==> src/sv/vn_sq.sv <==
// Magnitude split, squaring and sum of squares (three stages).
module vn_sq #(
    parameter int W = 16
) (
    input  logic              i_clk,
    input  logic              i_rst_n,
    input  logic              i_en,
    input  logic              i_valid,
    input  logic [3*W-1:0]    i_comp,
    output logic              o_valid,
    output logic [3*W-1:0]    o_mag,
    output logic [2:0]        o_neg,
    output logic [2*W-1:0]    o_sum
);
    logic [2:0]     r_v;
    logic [3*W-1:0] r_mag1, r_mag2, r_mag3;
    logic [2:0]     r_neg1, r_neg2, r_neg3;
    logic [2*W-1:0] r_sq [0:2];
    logic [2*W-1:0] r_sum;
    logic [3*W-1:0] n_mag;
    logic [2:0]     n_neg;

    always_comb begin
        for (int j = 0; j < 3; j++) begin
            n_neg[j]           = i_comp[j*W + W-1];
            n_mag[j*W +: W]    = n_neg[j] ? (~i_comp[j*W +: W]) + W'(1) : i_comp[j*W +: W];
        end
    end

    always_ff @(posedge i_clk) begin
        if (!i_rst_n) begin
            r_v <= '0;
        end else if (i_en) begin
            r_v <= {r_v[1:0], i_valid};
        end
    end

    always_ff @(posedge i_clk) begin
        if (i_en) begin
            r_mag1 <= n_mag;
            r_neg1 <= n_neg;
            for (int j = 0; j < 3; j++) begin
                r_sq[j] <= r_mag1[j*W +: W] * r_mag1[j*W +: W];
            end
            r_mag2 <= r_mag1;
            r_neg2 <= r_neg1;
            r_sum  <= r_sq[0] + r_sq[1] + r_sq[2];
            r_mag3 <= r_mag2;
            r_neg3 <= r_neg2;
        end
    end

    assign o_valid = r_v[2];
    assign o_mag   = r_mag3;
    assign o_neg   = r_neg3;
    assign o_sum   = r_sum;
endmodule

==> config.mk <==
export PLATFORM = sky130hd
export DESIGN_NAME = vn_sq
export DESIGN_NICKNAME = d
export VERILOG_FILES = /design/src/sv/vn_sq.sv
export SDC_FILE = /design/constraint.sdc
export NUM_CORES = 2
export LEC_CHECK = 0
export ABC_AREA = 1
export BUFFER_PORTS_ARGS = -buffer_cell sky130_fd_sc_hd__buf_4
export CORE_ASPECT_RATIO = 0.8
export CORE_MARGIN = 1.5
export CORE_UTILIZATION = 65
export CTS_CLUSTER_SIZE = 10
export DETAILED_ROUTE_END_ITERATION = 6
export PLACE_DENSITY_LB_ADDON = 0.15
export SLEW_MARGIN = 20
export SYNTH_ARGS = -nofsm -noshare
export SYNTH_HDL_FRONTEND = slang
export SYNTH_SLANG_ARGS = --single-unit
==> constraint.sdc <==
create_clock -name i_clk -period 6.9 [get_ports i_clk]
set_clock_uncertainty 0.2 [all_clocks]
set_input_delay 1.38 -clock i_clk [delete_from_list [all_inputs] [get_ports i_clk]]
set_output_delay 1.38 -clock i_clk [all_outputs]
set_load 0.005 [all_outputs]
==> results.yml <==
final_layout:
  drive_gt1_share_pct: 5.55
  nets: 5267
  mostFrequentLayoutCells: "inv_1, nand2_1, fa_1"
  final_common_cell: "inv_1"
  fillers: 4293
  area_growth_pct: 7.96
  antenna_cells: 0
timing:
  hold_viol_final: 0
  finalSetupViolations: 0
  worst_slew_pin_slew_ps: 854
  finalSetupTns_ps: 0
  rsz0062_at_grt: "no"
  final_max_slew_viol_count: 0
  period_share_pct: 91.1
  fmax_ghz: 0.159
  max-slew-margin-rel_pct: 43.0
  fin_crit_ps: 6290
routing:
  drt.antenna.violating_nets: 0
  drt_first_pass_iters: 6
  vias: 26200
  wire_per_inst_um: 15.3
  drc_errors: 0
  viasPerCell: 5.11
  wirelength_um: 78200
  first_iter_violations: 2166
placed_design:
  gp_congestion: 0.941
  hpwlAfterDp_um: 64700
  port_buffers: 135
clock_tree:
  clkTransAtPathRegs_ps: 70
  cts_resized: 0
  cts_made_buffers: 36
  postCtsHoldBufs: 0
  clk_root_buffer_cell: "clkbuf_16"
  htree_levels: 2
  cts.sinks: 278
  cts_buffer_depth: 3
  post-cts-setup-buffer-count: 0
  cts_tree: "built"
  clk_latency_ps: 560
critical_path:
  cp.arrival_ps: 6400
  critPathLaunchType: "register"
  end_kind: "register"
  cp_max_fo: 18
  worst_ep_required_time_ps: 7010
  worstSetupPathType: "register to register"
synth:
  synthAdderAreaFrac_pct: 40.4
  synth_edf_count: 275
  yosysWarnings: 0
  synthFlopType: "edfxtp_1"
  synth_simple_gate_area_share_pct: 17.5
  syn_area_um2: 36000
  synth-xor-area-share_pct: 3.24
  synthMuxAreaShare_pct: 0
  postSynthCellCount: 4265
  ys_types: 32
  ys_ff_latch: 278
  syn_area_per_cell_um2: 8.44
  synth_seq_area_share_pct: 23.1
  synth-compound-area-share_pct: 2.12
  async_flop_share_pct: 0
  synth_top_family_by_area: "adder cells"
global_route:
  grt_pass1_wl_um: 130000
  met3_usage_pct: 5.35
  use_met2_pct: 43.5
  grt_max_degree: 126
  grt-ovfl-total: 0
  top_usage_layer: "met1"
  antenna_found_initial: 1
  grtUsageMet1_pct: 44.8
  grt_usage_pct: 29.1
  grt_pass1_vias: 26200
job:
  cap_violations: 0
floorplan:
  die-width_um: 266
  coreArea_um2: 54300
  dieArea_um2: 56800
  row_count: 76
  io-pin-count: 136
  start_util_pct: 66.3
  dieHeight_um: 213
run_status:
  run_status: "complete, no violations"
min_path:
  hold_path_class: "register to register"
==> metrics by stage <==
step | setup WS (ps) | hold slack (ps) | instances | utilization [%] | area [µm²]
finish | 615 | 203 | 5122 | 71.6 | 38900
global placement | 795 | 200 | 5069 | 69.5 | 37700
detailed placement | 732 | 205 | 5069 | 69.5 | 37700
CTS | 704 | 208 | 5122 | 71.6 | 38900
global route | 297 | 220 | 5122 | 71.6 | 38900
floorplan | 1280 | 200 | 4267 | - | 36000
==> synth_stat cells, types with 8 or more instances <==
cell	count	share of area, %
a21oi_1	77	1.1
nand4_1	28	0.49
nor3_1	30	0.42
xnor2_1	22	0.54
edfxtp_1	275	23
o21bai_1	21	0.44
or2_2	11	0.19
nand2_2	8	0.14
nand3_1	129	1.8
inv_1	1222	13
clkbuf_1	88	0.92
nor3_2	11	0.31
nor2_1	185	1.9
nand2_1	1134	12
o21ai_0	25	0.35
xor2_1	111	2.7
fa_1	520	29
ha_1	329	11
==> cells by family after synthesis <==
logic type	Yosys count
AO/OA/AOI/OAI	136
XOR/XNOR	133
adder cells (fa/ha/maj)	849
buffers and inverters	1313
flip-flops	278
other	1
AND/OR/NAND/NOR	1555
==> sequential cells by signal, indices dropped and copies added, names as in the netlist <==
| signal | count |
|---|---|
| r_neg2 | 3 |
| o_sum | 32 |
| r_neg1 | 3 |
| o_neg | 3 |
| r_mag1 | 48 |
| o_mag | 48 |
| r_mag2 | 48 |
| r_v | 3 |
| r_sq | 90 |
==> area by class of cell <==
cell class	instances	area (µm²)	area share, %
multi-input combinational	2676	22800	58.6
sequential	278	8320	21.4
inverter	1222	4590	11.8
timing repair buffer	152	1160	2.99
clock buffer	43	948	2.44
tap	741	927	2.39
clock inverter	10	161	0.415
==> metal layers <==
metal | vias up | share of wire, %
li1 | 12800 | -
met1 | 12400 | 47
met2 | 942 | 43
met3 | 85 | 8.9
met4 | 0 | 1.4
met5 | - | 0
==> critical path, stage by stage, from the launching register on <==
cell      delay [ps]
edfxtp_1         680
nand2_1          230
inv_1             80
fa_1             530
inv_1             60
fa_1             530
inv_1             50
fa_1             500
inv_1             60
fa_1             530
inv_1             50
fa_1             470
inv_1             50
fa_1             470
inv_1             40
ha_1             350
nand2_1           90
nand2_1          100
a21oi_1          310
nand3_1          310
nand2_1          190
nand2_1           70
nand2_1           60
nand2_1           50
==> final timing paths <==
| kind | depth (start not counted) | slack, ps | to | from |
|---|---|---|---|---|
| max reg2reg | 23 | 610 | r_sq[0][30] | r_mag1[2] |
| min | 0 | 200 | o_mag[31] | r_mag2[31] |
| min reg2reg | 0 | 200 | o_mag[31] | r_mag2[31] |
| max | 23 | 610 | r_sq[0][30] | r_mag1[2] |
Power is not shown: default switching activity piles up to over one toggle a cycle in this logic, so the estimate is an artifact.
