==> src/sv/vn_pkg.sv <==
// Shared constants for the vector normalizer.
package vn_pkg;
    localparam int VN_QW        = 16;    // result width, Q1.15
    localparam int VN_FRAC      = 8;     // fractional bits of the length
    localparam int VN_SHIFT     = 23;    // dividend scale: 15 + VN_FRAC
    localparam int VN_UNIT_MAX  = 32767;
endpackage

==> src/sv/vn_sqrt.sv <==
// Pipelined integer square root of sum << 16, one result bit per stage.
module vn_sqrt #(
    parameter int W  = 16,
    parameter int SW = 52
) (
    input  logic              i_clk,
    input  logic              i_rst_n,
    input  logic              i_en,
    input  logic              i_valid,
    input  logic [2*W-1:0]    i_sum,
    input  logic [SW-1:0]     i_side,
    output logic              o_valid,
    output logic [W+7:0]      o_root,
    output logic [SW-1:0]     o_side
);
    import vn_pkg::*;
    localparam int N  = W + VN_FRAC;   // root bits = stages
    localparam int RW = W + 10;        // partial remainder width

    logic [2*N-1:0] a_rad  [0:N-1];
    logic [RW-1:0]  a_rem  [0:N-1];
    logic [N-1:0]   a_root [0:N-1];
    logic [SW-1:0]  a_side [0:N-1];
    logic           a_v    [0:N-1];

    logic [2*N-1:0] r_rad  [1:N];
    logic [RW-1:0]  r_rem  [1:N];
    logic [N-1:0]   r_root [1:N];
    logic [SW-1:0]  r_side [1:N];
    logic           r_v    [1:N];

    assign a_rad[0]  = {i_sum, 16'b0};
    assign a_rem[0]  = '0;
    assign a_root[0] = '0;
    assign a_side[0] = i_side;
    assign a_v[0]    = i_valid;

    for (genvar i = 0; i < N; i++) begin : g_stage
        logic [RW-1:0] n_cur, n_trial;
        logic          n_ge;
        if (i > 0) begin : g_link
            assign a_rad[i]  = r_rad[i];
            assign a_rem[i]  = r_rem[i];
            assign a_root[i] = r_root[i];
            assign a_side[i] = r_side[i];
            assign a_v[i]    = r_v[i];
        end
        assign n_cur   = {a_rem[i][RW-3:0], a_rad[i][2*N-1 -: 2]};
        assign n_trial = {a_root[i], 2'b01};
        assign n_ge    = n_cur >= n_trial;

        always_ff @(posedge i_clk) begin
            if (!i_rst_n) begin
                r_v[i+1] <= 1'b0;
            end else if (i_en) begin
                r_v[i+1] <= a_v[i];
            end
        end

        always_ff @(posedge i_clk) begin
            if (i_en) begin
                r_rad[i+1]  <= a_rad[i] << 2;
                r_rem[i+1]  <= n_ge ? n_cur - n_trial : n_cur;
                r_root[i+1] <= {a_root[i][N-2:0], n_ge};
                r_side[i+1] <= a_side[i];
            end
        end
    end

    assign o_valid = r_v[N];
    assign o_root  = r_root[N];
    assign o_side  = r_side[N];
endmodule

==> config.mk <==
export PLATFORM = sky130hd
export DESIGN_NAME = vn_sqrt
export DESIGN_NICKNAME = d
export VERILOG_FILES = /design/src/sv/vn_pkg.sv /design/src/sv/vn_sqrt.sv
export SDC_FILE = /design/constraint.sdc
export NUM_CORES = 2
export LEC_CHECK = 0
export BUFFER_PORTS_ARGS = -buffer_cell sky130_fd_sc_hd__buf_4
export CAP_MARGIN = 20
export CORE_MARGIN = 5
export CORE_UTILIZATION = 30
export DETAILED_ROUTE_END_ITERATION = 8
export GPL_TIMING_DRIVEN = 0
export PLACE_DENSITY = 0.54
export SYNTH_ARGS = -nofsm -noshare
export SYNTH_HDL_FRONTEND = slang
export SYNTH_SLANG_ARGS = --single-unit
==> constraint.sdc <==
create_clock -name i_clk -period 4 [get_ports i_clk]
set_clock_uncertainty 0.1 [all_clocks]
set_input_delay 0.8 -clock i_clk [delete_from_list [all_inputs] [get_ports i_clk]]
set_output_delay 0.8 -clock i_clk [all_outputs]
set_load 0.05 [all_outputs]
==> reports/metrics.csv <==
metric;value;unit
routability congestion estimate;0.841;
Tmin final;3750;ps
most used cell along the critical path;o21ai_0;
# Max-Cap Violations;0;
Syn Area/Cell;16.1;sq um
fmax;0.267;GHz
Tightest Pin Transition;1090;ps
std cell rows;202;
status;finished, final reports clean;
gr ovfl total;0;
Worst-Skew Late Latency;870;ps
Setup TNS;0;ps
most frequent cell after synthesis;edfxtp_1;
number of synthesized flops with an enable pin;2327;
post-route DRC violation count;0;
Cell Count, Final, Fillers Out;10417;
Slew headroom;27.4;%
pre-CTS setup slack;-1400;ps
total power draw;0.0624;W
largest net degree at the start of global routing;202;
Worst path max stage delay;510;ps
hold crit path type;input pin to register;
main combinational cell family by area after synthesis;simple AND/OR/NAND/NOR gates;
startpoint types;register;
CP Buf/Inv Count;2;
hpwl dp;96600;um
Seq/Total Area, Yosys;76.3;%
Final Cycle Share;93.7;%
initial antenna violation count;5;
I/O pin total;165;
DRT iter0 DRCs;2901;
dpl cells;9852;
Initial Utilization;30.2;%
RSZ-0062 raised after global routing;no;
via/cell ratio;4.41;
via count;45934;
critical path's slowest cell;o21ai_0;
met1 WL;64500;um
CTS Root Cell;clkbuf_16;
# fillers;28433;
# nets final;6639;
Synth Area in Simple Gates;6.58;%
static leakage;39.1;nW
chip height;562;um
post-synth top area share;76.3;%
number of port buffers;164;
post-detailed-route count of antenna-violating nets;0;
overall routing resource usage;9.29;%
Horiz. Die Dim;562;um
final wirelength;151000;um
CP Class;register to register;
Post-Syn Instances;5695;
vias in the first global route;46916;
layout cells sized above 1;10.8;%
Crit path required time;4420;ps
first-pass GRT wire length;244000;um
CTS tree;yes;
met2 wire length;72700;um
Post-Synth XOR/XNOR Area;3.72;%
Arr. time, crit path;4170;ps
Clk pin slew, worst setup/hold paths;60;ps
DR top layer;met4;
cells along the critical path;ha_1, inv_1, fa_1, nor2b_1, o31ai_1, o211ai_1, o21ai_0, o21ai_2, nor2_2, clkbuf_2, o21ai_0;
Core Region;303000;sq um
compound-cell area share of the yosys netlist;6.10;%
final slew viol count;0;
mux share of post-synthesis cell area;0.858;%
Num CTS Buffers;273;
Routed wire per std cell;14.5;um
crit end category;register;
YS warnings;0;
VDD IR-drop max;0.000342;V
Distinct cells, synth;86;
P&R area growth vs syn;17.8;%
Final Hold Viols;0;
post-synth net total;6100;
Synth Area in Adders;4.39;%
met3 wire length;6980;um
Most used DFF post-synth;edfxtp_1;
full die area;316000;sq um
Finished Core Util;35.5;%
synth top area cells;edfxtp_1, ha_1, xnor2_1, inv_1, xor2_1;
H-tree levels;5;
largest delay contributor family on the critical path;compound AO/OA/AOI/OAI gates;
Longest Clk Path Bufs;4;
power density cells;579;nW/um^2
count of clock tree sinks;2327;
Yosys reg bits;2327;
final setup fails;0;
Pre-antenna DRT Iters;5;
Post-Syn Area;91500;sq um
Post-synth top cells;edfxtp_1, inv_1, nand2_1;
worst-path maximum fanout;10;
Async S/R FF share, synth;0;%
area leader, netlist;edfxtp_1;
worst setup margin;252;ps
-- stage by stage --
stage / area (sq um) / hold WS (ps)
3_3_place_gp: 97700 / 300
4_1_cts: 108000 / 27.4
2_1_floorplan: 91500 / 300
3_5_place_dp: 98100 / 305
6_report: 108000 / 141
5_1_grt: 108000 / 65.6
-- cell families (layout without fill, tap and decap cells) --
| group | Yosys count | count (layout) |
|---|---|---|
| compound gates | 899 | 899 |
| xor+xnor | 389 | 389 |
| fa+ha+maj | 317 | 317 |
| buf+inv | 481 | 1222 |
| flops | 2327 | 2327 |
| mux | 71 | 71 |
| other cells | 1 | 4 |
| simple gates | 1210 | 1210 |
-- path summary, 6_finish.rpt --
kind | from | endpoint | slack (ps) | cells past startpoint
worst min-delay path | i_sum[31] | r_root[0][24]$_DFFE_PP_ | 140 | 2
worst max register to register | r_rem[0][442]$_SDFFCE_PP0P_ | r_rem[0][476]$_DFFE_PP_ | 250 | 11
worst max-delay path | r_rem[0][442]$_SDFFCE_PP0P_ | r_rem[0][476]$_DFFE_PP_ | 250 | 11
worst min register to register | r_side[0][684]$_DFFE_PP_ | r_side[0][736]$_DFFE_PP_ | 280 | 0
-- layer usage --
layer	global-route usage, %	vias to the layer above
met1	11.2	22013
met2	15.8	924
met4	4.57	0
met5	0	-
li1	-	22563
met3	2.06	434
-- cell type report --
class,instances,area (sq um),share of cell area [%]
clock buffers,334,7190,6.67
flip-flops and latches,2327,69900,64.8
plain buffers,73,317,0.294
clock inverters,143,1440,1.34
inverters,407,1530,1.42
multi-input cells,2887,19900,18.4
well taps,3978,4980,4.62
repair buffers,265,2580,2.39
diodes,3,7.51,0.00696
-- flip-flops by register name, indices dropped and copies added, names as in the netlist --
| signal | count |
|---|---|
| r_rad | 240 |
| r_v | 24 |
| r_root | 300 |
| r_rem | 515 |
| r_side | 1248 |
-- layout by cell type (no fill, tap or decap), types with 25 or more instances in the layout --
| master | synthesis | layout |
|---|---|---|
| a21oi_1 | 254 | 254 |
| ha_1 | 310 | 310 |
| nand2_1 | 325 | 325 |
| edfxtp_1 | 2327 | 2327 |
| clkinv_1 | 1 | 53 |
| nand3_1 | 82 | 82 |
| nand4_1 | 37 | 37 |
| a211oi_1 | 26 | 25 |
| nand2b_1 | 65 | 65 |
| dlygate4sd3_1 | 0 | 82 |
| inv_1 | 405 | 405 |
| xor2_1 | 168 | 168 |
| clkinv_2 | 0 | 33 |
| o31ai_1 | 29 | 29 |
| nor2_1 | 291 | 290 |
| and3_1 | 44 | 44 |
| o21ai_0 | 265 | 263 |
| or4_1 | 26 | 26 |
| clkbuf_1 | 50 | 97 |
| or3_1 | 39 | 39 |
| o21bai_1 | 31 | 31 |
| nor2b_1 | 46 | 46 |
| buf_4 | 1 | 165 |
| o21a_1 | 49 | 49 |
| clkbuf_16 | 0 | 280 |
| xnor2_1 | 221 | 221 |
| nor3_1 | 100 | 100 |
| a21o_1 | 86 | 86 |
| nor4_1 | 36 | 36 |
| mux2_2 | 60 | 60 |
-- report_power, final --
| group | internal (W) | leakage (nW) | total (W) | switching, W |
|---|---|---|---|---|
| clock | 0.0141 | 4.18 | 0.0238 | 0.00975 |
| combinational | 0.00330 | 12.4 | 0.00771 | 0.00442 |
| sequential | 0.0298 | 22.5 | 0.0308 | 0.00109 |
-- timing repair --
action / CTS / global route
setup buffers: 0 / 0
hold endpoints to repair: 82 / 0
hold buffers: 82 / 0
pin swaps: 0 / 0
endpoints found under the setup margin: 276 / 227
resized for setup: 14 / 14
gates cloned: 2 / 1
Note: power is estimated with default switching activity, not from simulation.
